$ cat config.mk
export PLATFORM = sky130hd
export DESIGN_NAME = led_pattern_sequencer
export DESIGN_NICKNAME = d
export VERILOG_FILES = /design/src/sv/lps_pkg.sv /design/src/sv/lps_step.sv /design/src/sv/led_pattern_sequencer.sv
export SDC_FILE = /design/constraint.sdc
export NUM_CORES = 1
export LEC_CHECK = 0
export BUFFER_PORTS_ARGS = -buffer_cell sky130_fd_sc_hd__buf_2
export CAP_MARGIN = 20
export CELL_PAD_IN_SITES_DETAIL_PLACEMENT = 0
export CELL_PAD_IN_SITES_GLOBAL_PLACEMENT = 1
export CORE_MARGIN = 2
export CORE_UTILIZATION = 51
export CTS_BUF_LIST = sky130_fd_sc_hd__clkbuf_8
export CTS_CLUSTER_DIAMETER = 60
export DETAILED_ROUTE_END_ITERATION = 6
export PLACE_DENSITY_LB_ADDON = 0.15
export SYNTH_ARGS = -nofsm -noshare
export SYNTH_HDL_FRONTEND = slang
export SYNTH_SLANG_ARGS = --single-unit
$ cat constraint.sdc
create_clock -name clk -period 4.49 [get_ports clk]
set_input_delay 0.898 -clock clk [delete_from_list [all_inputs] [get_ports clk]]
set_output_delay 0.898 -clock clk [all_outputs]
set_load 0.01 [all_outputs]
$ cat src/sv/lps_pkg.sv
`default_nettype none
package lps_pkg;

  // Pattern selected by the program buttons
  typedef enum logic [2:0] {
    MODE_NONE     = 3'd0,
    MODE_TOGGLE   = 3'd1,
    MODE_WALK     = 3'd2,
    MODE_CONVERGE = 3'd3,
    MODE_FILL     = 3'd4
  } mode_t;

  // LED and mask constants of the walk, converging and fill patterns
  localparam logic [7:0] LED_CLEAR     = 8'h00;
  localparam logic [7:0] LED_FIRST     = 8'h01;
  localparam logic [7:0] LED_LAST      = 8'h80;
  localparam logic [7:0] MASK_LOW_INIT  = 8'h01;
  localparam logic [7:0] MASK_HIGH_INIT = 8'h80;
  localparam logic [7:0] FILL_INIT      = 8'h40;
  localparam logic [7:0] CONV_CENTER    = 8'h10;
  localparam logic [7:0] CONV_LOW_WRAP  = 8'h02;
  localparam logic [7:0] CONV_HIGH_WRAP = 8'h40;
  localparam logic [7:0] FILL_FULL      = 8'h1F;

  // One pass of buttons, all active low
  typedef struct packed {
    logic start_n;
    logic stop_n;
    logic prog_one_n;
    logic prog_two_n;
    logic prog_three_n;
    logic prog_four_n;
    logic fast_n;
    logic slow_n;
  } lps_in_t;

  // Result of one pass
  typedef struct packed {
    logic [7:0] led_out;
    logic       is_running;
    logic       long_dwell;
  } lps_out_t;

  // Sequencer state carried from pass to pass
  typedef struct packed {
    logic       run_flag;
    logic       speed_sel;
    mode_t      pattern_mode;
    logic [7:0] led_reg;
    logic [7:0] low_mask;
    logic [7:0] high_mask;
    logic [7:0] fill_bit;
    logic       reverse_flag;
  } lps_state_t;

endpackage
`default_nettype wire

$ cat src/sv/lps_step.sv
`default_nettype none
module lps_step (
  input  lps_pkg::lps_in_t    item,
  input  lps_pkg::lps_state_t cur,
  output lps_pkg::lps_state_t nxt,
  output lps_pkg::lps_out_t   res
);
  import lps_pkg::*;

  // Advance the sequencer by one pass
  always_comb begin
    lps_state_t s;
    logic       run;
    s = cur;
    run = cur.run_flag;
    if (!item.start_n) run = 1'b1;
    if (!item.stop_n) run = 1'b0;
    s.run_flag = run;
    res.led_out = cur.led_reg;
    res.is_running = 1'b0;
    res.long_dwell = 1'b0;

    if (run) begin
      // pick dwell, fast wins
      if (!item.fast_n) begin
        s.speed_sel = 1'b0;
      end else if (!item.slow_n) begin
        s.speed_sel = 1'b1;
      end

      // program select, highest button wins
      if (!item.prog_four_n) begin
        s.pattern_mode = MODE_FILL;
        s.led_reg = LED_CLEAR;
        s.reverse_flag = 1'b0;
        s.fill_bit = FILL_INIT;
        s.low_mask = MASK_LOW_INIT;
        s.high_mask = MASK_HIGH_INIT;
      end else if (!item.prog_three_n) begin
        s.pattern_mode = MODE_CONVERGE;
        s.low_mask = MASK_LOW_INIT;
        s.high_mask = MASK_HIGH_INIT;
        s.led_reg = LED_CLEAR;
      end else if (!item.prog_two_n) begin
        s.pattern_mode = MODE_WALK;
        s.led_reg = LED_CLEAR;
      end else if (!item.prog_one_n) begin
        s.pattern_mode = MODE_TOGGLE;
        s.led_reg = LED_CLEAR;
      end

      // step the selected pattern
      case (s.pattern_mode)
        MODE_TOGGLE: begin
          s.led_reg = ~s.led_reg;
        end
        MODE_WALK: begin
          if (s.led_reg == LED_CLEAR || s.led_reg[7]) begin
            s.led_reg = LED_FIRST;
          end else begin
            s.led_reg = s.led_reg << 1;
          end
        end
        MODE_CONVERGE: begin
          // skip the center pair
          if (s.low_mask == CONV_CENTER) begin
            s.low_mask = s.low_mask << 1;
            s.high_mask = s.high_mask >> 1;
          end
          s.led_reg = s.low_mask | s.high_mask;
          s.low_mask = s.low_mask << 1;
          s.high_mask = s.high_mask >> 1;
          if (s.low_mask == LED_CLEAR) begin
            s.low_mask = CONV_LOW_WRAP;
            s.high_mask = CONV_HIGH_WRAP;
          end
        end
        MODE_FILL: begin
          if (s.low_mask == LED_CLEAR) begin
            // restart after fully emptied
            s.high_mask = MASK_HIGH_INIT;
            s.fill_bit = FILL_INIT;
            s.low_mask = MASK_LOW_INIT;
            s.led_reg = LED_CLEAR;
            s.reverse_flag = 1'b0;
          end else begin
            if (s.low_mask == FILL_FULL) begin
              s.reverse_flag = 1'b1;
              s.high_mask = s.high_mask << 2;
              s.low_mask = s.low_mask >> 2;
            end
            s.led_reg = s.low_mask | s.high_mask;
            if (!s.reverse_flag) begin
              s.low_mask = (s.low_mask << 1) + 8'd1;
              s.high_mask = s.high_mask | s.fill_bit;
              s.fill_bit = s.fill_bit >> 1;
            end else begin
              s.low_mask = s.low_mask >> 1;
              s.high_mask = s.high_mask << 1;
            end
          end
        end
        default: begin
          // no pattern: hold LEDs
        end
      endcase

      res.led_out = s.led_reg;
      res.is_running = 1'b1;
      res.long_dwell = s.speed_sel;
    end
    nxt = s;
  end

endmodule
`default_nettype wire

$ cat src/sv/led_pattern_sequencer.sv
// LED pattern sequencer.
// Each input item is one pass of eight active-low buttons (start, stop,
// four program selects, fast, slow); each pass yields exactly one result
// item with the LED byte, the running flag and the dwell flag.
// Both channels are valid/ready. An item is captured in an input
// register, processed against the sequencer state once the output
// register has room, and the result lands there and raises out_valid.
// Throughput is one item per cycle while out_ready stays high; the
// only loop is the update of the sequencer state registers.
// If the receiver stalls, the result is held in the output register and
// one more item waits in the input register; in_ready then drops until
// out_ready returns.
// Reset stops the sequencer, clears the LEDs, masks and pattern select,
// and empties both registers.
`default_nettype none
module led_pattern_sequencer (
  input  wire              clk,
  input  wire              rst,
  input  wire              in_valid,
  output logic             in_ready,
  input  lps_pkg::lps_in_t in_data,
  output logic             out_valid,
  input  wire              out_ready,
  output lps_pkg::lps_out_t out_data
);
  import lps_pkg::*;

  lps_in_t    in_q;
  logic       in_full;
  lps_state_t state;
  lps_state_t state_next;
  lps_out_t   res;
  logic       advance;

  // Move the held item into the result register when there is room
  assign advance  = in_full && (!out_valid || out_ready);
  assign in_ready = !in_full || advance;

  lps_step u_step (
    .item (in_q),
    .cur  (state),
    .nxt  (state_next),
    .res  (res)
  );

  // Input register
  always_ff @(posedge clk) begin
    if (rst) begin
      in_full <= 1'b0;
    end else if (in_ready) begin
      in_full <= in_valid;
    end
    if (in_valid && in_ready) begin
      in_q <= in_data;
    end
  end

  // Sequencer state, updated once per processed item
  always_ff @(posedge clk) begin
    if (rst) begin
      state <= '{run_flag: 1'b0, speed_sel: 1'b0, pattern_mode: MODE_NONE,
                 led_reg: 8'h00, low_mask: 8'h00, high_mask: 8'h00,
                 fill_bit: 8'h00, reverse_flag: 1'b0};
    end else if (advance) begin
      state <= state_next;
    end
  end

  // Result register
  always_ff @(posedge clk) begin
    if (rst) begin
      out_valid <= 1'b0;
    end else if (advance) begin
      out_valid <= 1'b1;
    end else if (out_ready) begin
      out_valid <= 1'b0;
    end
    if (advance) begin
      out_data <= res;
    end
  end

endmodule
`default_nettype wire
# After elaboration in Yosys (flattened, before gate mapping)
# Cells that the tools add are included.
dict set report word_totals {
  reg_bits 58
  inputBits 12
}
dict set report classes {
  addsub 1
  n_reduce_logical 12
  bitwise_logic 4
  eq_ne 6
  mux 34
}
# operator n
set ops {}
lappend ops {{2-to-1 mux 16 bit} 10}
lappend ops {{2-to-1 mux 27 bit} 2}
lappend ops {{2-to-1 mux 11 bit} 3}
lappend ops {{2-to-1 mux 33 bit} 1}
lappend ops {{one-hot mux 16 bit (2 select lines)} 1}
lappend ops {{one-hot mux 8 bit (4 select lines)} 1}
lappend ops {{2-to-1 mux 9 bit} 3}
lappend ops {{zero test 8 bit} 3}
lappend ops {{OR 8 bit} 3}
lappend ops {{equality test 8 x 5 -> 1 bit (second input constant)} 2}
lappend ops {{2-to-1 mux 8 bit} 2}
lappend ops {{2-to-1 mux 1 bit} 10}
lappend ops {{2-to-1 mux 10 bit} 1}
lappend ops {{adder 8 x 1 -> 8 bit (second input constant)} 1}
lappend ops {{NOT 8 bit} 1}
lappend ops {{equality test 3 x 2 -> 1 bit (second input constant)} 2}
lappend ops {{equality test 3 x 1 -> 1 bit (second input constant)} 1}
lappend ops {{equality test 3 bit (second input constant)} 1}
lappend ops {{logical OR 1 bit} 3}
lappend ops {{logical AND 1 bit} 2}
lappend ops {{zero test 1 bit} 2}
lappend ops {{AND reduction 2 bit} 1}
lappend ops {{nonzero test 2 bit} 1}

# Longest topological paths before layout
dict set report depth {
  ltp_word 15
  ltp_mapped 8
  depth_no_buf 5
}

# By module
# A second synthesis with hierarchy kept.
dict set report hier_totals {
  cells_unflattened 506
  hier_area_um2 4264.1
}
# module cells_each instances area_per_inst_um2 seq_area_each_um2
set modules_own_cells {}
lappend modules_own_cells {led_pattern_sequencer 193 1 2328.5 1341.3}
lappend modules_own_cells {lps_step 313 1 1935.6 0.0}

# Worst setup path before layout
# No wires, ideal clock.
dict set report synth_path {
  kind {register to register}
  from {register state[22] (netlist bit)}
  to {register out_data[3] (netlist bit) (data pin)}
  period_less_slack_ns 2.553
  path_buffers 2
  setup_slack_ns 1.937
  t_arrival_ns 2.278
  path_stages_with_launch 8
  cell_sequence {dfxtp_1 buf_6 or4b_1 buf_2 nor4_4 mux2_2 o311ai_0 a31oi_1}
}
# item line
set synth_lines {}
lappend synth_lines {{start: declaration} led_pattern_sequencer.sv:30} ;# lps_state_t state;
lappend synth_lines {{start signal: assignment} led_pattern_sequencer.sv:61} ;# state <= '{run_flag: 1'b0, speed_sel: 1'b0, pattern_mode: MODE_NONE,
lappend synth_lines {{start signal: assignment} led_pattern_sequencer.sv:65} ;# state <= state_next;
lappend synth_lines {{end signal: assignment} led_pattern_sequencer.sv:79} ;# out_data <= res;
lappend synth_lines {{end: declaration} led_pattern_sequencer.sv:24} ;# output lps_pkg::lps_out_t out_data

# Final worst setup path
dict set report layout_path {
  from {register in_q[3] (netlist bit)}
  to {register state[5] (netlist bit)}
}
dict set report layout_between {
  elab_chain_cells 11
  word_cells_on_any_way 14
  cone_classes {eq/ne (2); mux (11); reduce/logical (1)}
}
# item line
set layout_lines {}
lappend layout_lines {{start: declaration} led_pattern_sequencer.sv:28} ;# lps_in_t in_q;
lappend layout_lines {{start signal: assignment} led_pattern_sequencer.sv:54} ;# in_q <= in_data;
lappend layout_lines {{2-to-1 mux 16 bit} lps_step.sv:39} ;# end else if (!item.prog_three_n) begin
lappend layout_lines {{2-to-1 mux 27 bit (*)} lps_step.sv:32} ;# if (!item.prog_four_n) begin
lappend layout_lines {{2-to-1 mux 27 bit (*)} lps_step.sv:23} ;# if (run) begin
lappend layout_lines {{equality test 8 x 5 -> 1 bit} lps_step.sv:87} ;# if (s.low_mask == FILL_FULL) begin
lappend layout_lines {{2-to-1 mux 1 bit} lps_step.sv:87}
lappend layout_lines {{2-to-1 mux 1 bit} lps_step.sv:79} ;# if (s.low_mask == LED_CLEAR) begin
lappend layout_lines {{2-to-1 mux 1 bit} lps_step.sv:53} ;# case (s.pattern_mode)
lappend layout_lines {{2-to-1 mux 1 bit} lps_step.sv:23}
lappend layout_lines {{2-to-1 mux 8 bit} lps_step.sv:93} ;# if (!s.reverse_flag) begin
lappend layout_lines {{2-to-1 mux 33 bit} lps_step.sv:79}
lappend layout_lines {{2-to-1 mux 9 bit (*)} lps_step.sv:53}
# Mark *: on every way between the ends. The rest lies on a longest branch, timed or not. The select of a mux whose other input is x is not followed.
# A chain may end at the register's enable or synchronous reset.

==> impl_metrics.py <==
metrics = {
    "run_status": {
        "status": "complete, no violations",
    },
    "timing": {
        "finalSetupViolations": 0,
        "tightest_slew_ns": 1.134,
        "final.setup.tns_ns": 0,
        "holdWs_ns": 0.4989,
        "maxSlewHeadroom": 0.2373,
        "final-max-slew-violation-count": 0,
        "skew_ns": 0.01137,
        "hold_viol": 0,
        "finalCritPeriodShare": 0.7155,
        "period_needed_ns": 3.213,
        "fmax_mhz": 311.3,
        "rsz0062_at_grt": "no",
    },
    "worst_setup_path": {
        "worstPathCellList": "nand4_1 -> o31a_1 -> nor4_1 -> a32oi_1 -> nor2_1",
        "start_kind": "register",
        "worstPathMaxFanout": 27,
        "endpoint_kind": "register",
        "slowest_delay_ns": 1.03,
        "rrSetupSlack_ns": 1.28,
        "critPathKind": "reg2reg",
        "reg2reg_from": "in_q[3]",
        "cp_data_arrival_time_ns": 3.49,
        "r2r_cells": 5,
        "crit_required_ns": 4.77,
        "crit_slowest_cell": "nor4_1",
        "r2r-end": "state[5]",
    },
    "min_path": {
        "hold_path_class": "reg2reg",
        "whs_path_depth": 2,
        "hold_path.startpoint": "state[8]",
        "hold-path-endpoint": "state[7]",
    },
    "pwr": {
        "ir_drop_mv": 0.1860,
        "powerDensity_nw_per_um2": 322.9,
        "leakage_nw": 1.341,
    },
    "floorplan": {
        "rows": 30,
        "die-area_sq_um": 7792,
        "start_util": 0.5302,
        "die_y_um": 88.28,
        "io_pins": 24,
        "die_w_um": 88.28,
        "core_sq_um": 6832,
    },
    "drt": {
        "drc": 0,
        "drt-pass1-iter-count": 6,
        "vias_per_cell": 6.761,
        "ant_nets": 0,
        "wire_per_inst_um": 20.09,
        "num_vias": 3712,
        "drt-total-wl_um": 11030,
        "drt-initial-drc-count": 432,
    },
    "placement": {
        "gp_congestion": 0.9282,
        "io_buffers": 23,
        "dpl.hpwl_um": 7571,
    },
    "clock_tree": {
        "postCtsHoldBufs": 0,
        "cts_buffer_depth": 2,
        "cts.htree.levels": 3,
        "clock-sinks": 58,
        "cts_buffers": 9,
        "cts_tree": "yes",
        "post_cts_buffers": 0,
        "path_clk_slew_ns": 0.07,
        "clk-insertion-delay-late_ns": 0.35,
        "cts-root-buf": "clkbuf_8",
        "postCtsResizedCells": 0,
    },
    "logic_synthesis": {
        "netlist.top_cell.by_area": "dfxtp_1",
        "synth_edf_count": 18,
        "syn_area_sq_um": 3622,
        "synthTopCellsByArea": "dfxtp_1 22%, edfxtp_1 15%, nor2_1 5.2%",
        "ys_seq_elements": 58,
        "ys_warn_count": 0,
        "postSynthCellCount": 446,
        "synthFlopType": "dfxtp_1",
        "avgSynthCellArea_sq_um": 8.122,
        "synth.distinct_cells": 62,
        "synth-seq-area-share": 0.3703,
        "synth_common_cells": "50 x nor2_1, 40 x dfxtp_1, 32 x clkbuf_1",
        "synthArstFlopShare": 0,
        "syn-num-nets": 458,
        "yosysMostFrequentCell": "nor2_1",
        "synth.top_cell.area_share": 0.2211,
    },
    "global_routing": {
        "grt_usage": 0.2916,
        "grt_max_degree": 39,
        "grt_pass1_vias": 3313,
        "grt_pass1_wl_um": 17330,
        "overflow": 0,
        "antenna_found_initial": 0,
    },
    "layout": {
        "area_growth_pct": 9.741,
        "layout.nets": 460,
        "fin_util": 0.5819,
        "drive_above_1_share": 0.1258,
        "antenna_cells": 0,
    },
    "flow_run": {
        "max_cap_violations": 0,
    },
}
-- area by class of cell --
| type | instances | area, sq um |
|---|---|---|
| inverters | 13 | 48.80 |
| clock buffers | 10 | 137.6 |
| fillers | 658 | 2856 |
| repair buffers | 31 | 175.2 |
| well taps | 96 | 120.1 |
| multi-input cells | 335 | 2071 |
| flip-flops and latches | 58 | 1341 |
| clock inverters | 6 | 81.33 |
-- power breakdown --
part           switching, mW  internal, mW
logic                 0.0991        0.0489
registers             0.0272         0.561
clock network          0.223         0.324
total                  0.350         0.934
-- worst max-delay path by stage --
stage	startpoint	endpoint	depth (start not counted)
6_report	in_q[3]	state[5]	5
5_1_grt	in_q[3]	state[22]	5
3_3_place_gp	in_q[3]	out_data[8]	6
4_1_cts	in_q[3]	state[5]	5
2_1_floorplan	state[22]	out_data[3]	7
3_5_place_dp	in_q[3]	state[5]	5
-- registers in the layout (all words and copies together) (netlist names) --
| name | count |
|---|---|
| in_q | 8 |
| state | 38 |
| in_full | 1 |
| out_valid | 1 |
| out_data | 10 |
-- routing by layer --
layer	share of wire	global-route usage	vias up
li1	-	-	1735
met3	0.093	0.07369	26
met2	0.44	0.4347	226
met5	0	0	-
met1	0.44	0.4144	1725
met4	0.021	0.09642	0
-- cell families (layout without fill, tap and decap cells) --
| logic type | Yosys count | after routing | synth area share |
|---|---|---|---|
| flip-flops | 58 | 58 | 0.3703 |
| buffers and inverters | 53 | 60 | 0.05803 |
| AND/OR/NAND/NOR | 168 | 168 | 0.2387 |
| AO/OA/AOI/OAI | 159 | 159 | 0.3095 |
| multiplexers | 8 | 8 | 0.02349 |
-- per-stage QoR --
stage | instance area [sq um] | setup WS, ns | cells | total power [mW]
2_1_floorplan | 3622 | 1.937 | 446 | 0.6961
3_3_place_gp | 3756 | 1.439 | 533 | 0.7429
3_5_place_dp | 3756 | 1.398 | 533 | 0.7444
4_1_cts | 3975 | 1.375 | 549 | 1.284
5_1_grt | 3975 | 1.104 | 549 | 1.324
6_report | 3975 | 1.277 | 549 | 1.284
-- critical path: cells and delay by family (launching register included) --
kind	cells	cell delay, ns
and+or+nand+nor	3	1.52
AOI/OAI and AO/OA	2	0.76
DFF	1	0.84
-- cell usage in the layout (no fill, tap or decap), drive strengths merged, types with 5 or more instances in the layout --
| cell | Yosys | routed |
|---|---|---|
| clkbuf | 33 | 10 |
| or3 | 5 | 5 |
| a32oi | 7 | 7 |
| o21ai | 28 | 28 |
| dfxtp | 40 | 40 |
| nor4 | 9 | 9 |
| nand4 | 10 | 10 |
| a211oi | 14 | 14 |
| and2 | 5 | 5 |
| edfxtp | 18 | 18 |
| nand3 | 15 | 15 |
| a311oi | 13 | 13 |
| nor3 | 17 | 17 |
| a31oi | 12 | 12 |
| nor2 | 50 | 50 |
| and3 | 9 | 9 |
| buf | 7 | 31 |
| nand2 | 28 | 28 |
| o211ai | 12 | 12 |
| inv | 13 | 14 |
| a21oi | 27 | 27 |
(Power assumes the default switching activity.)
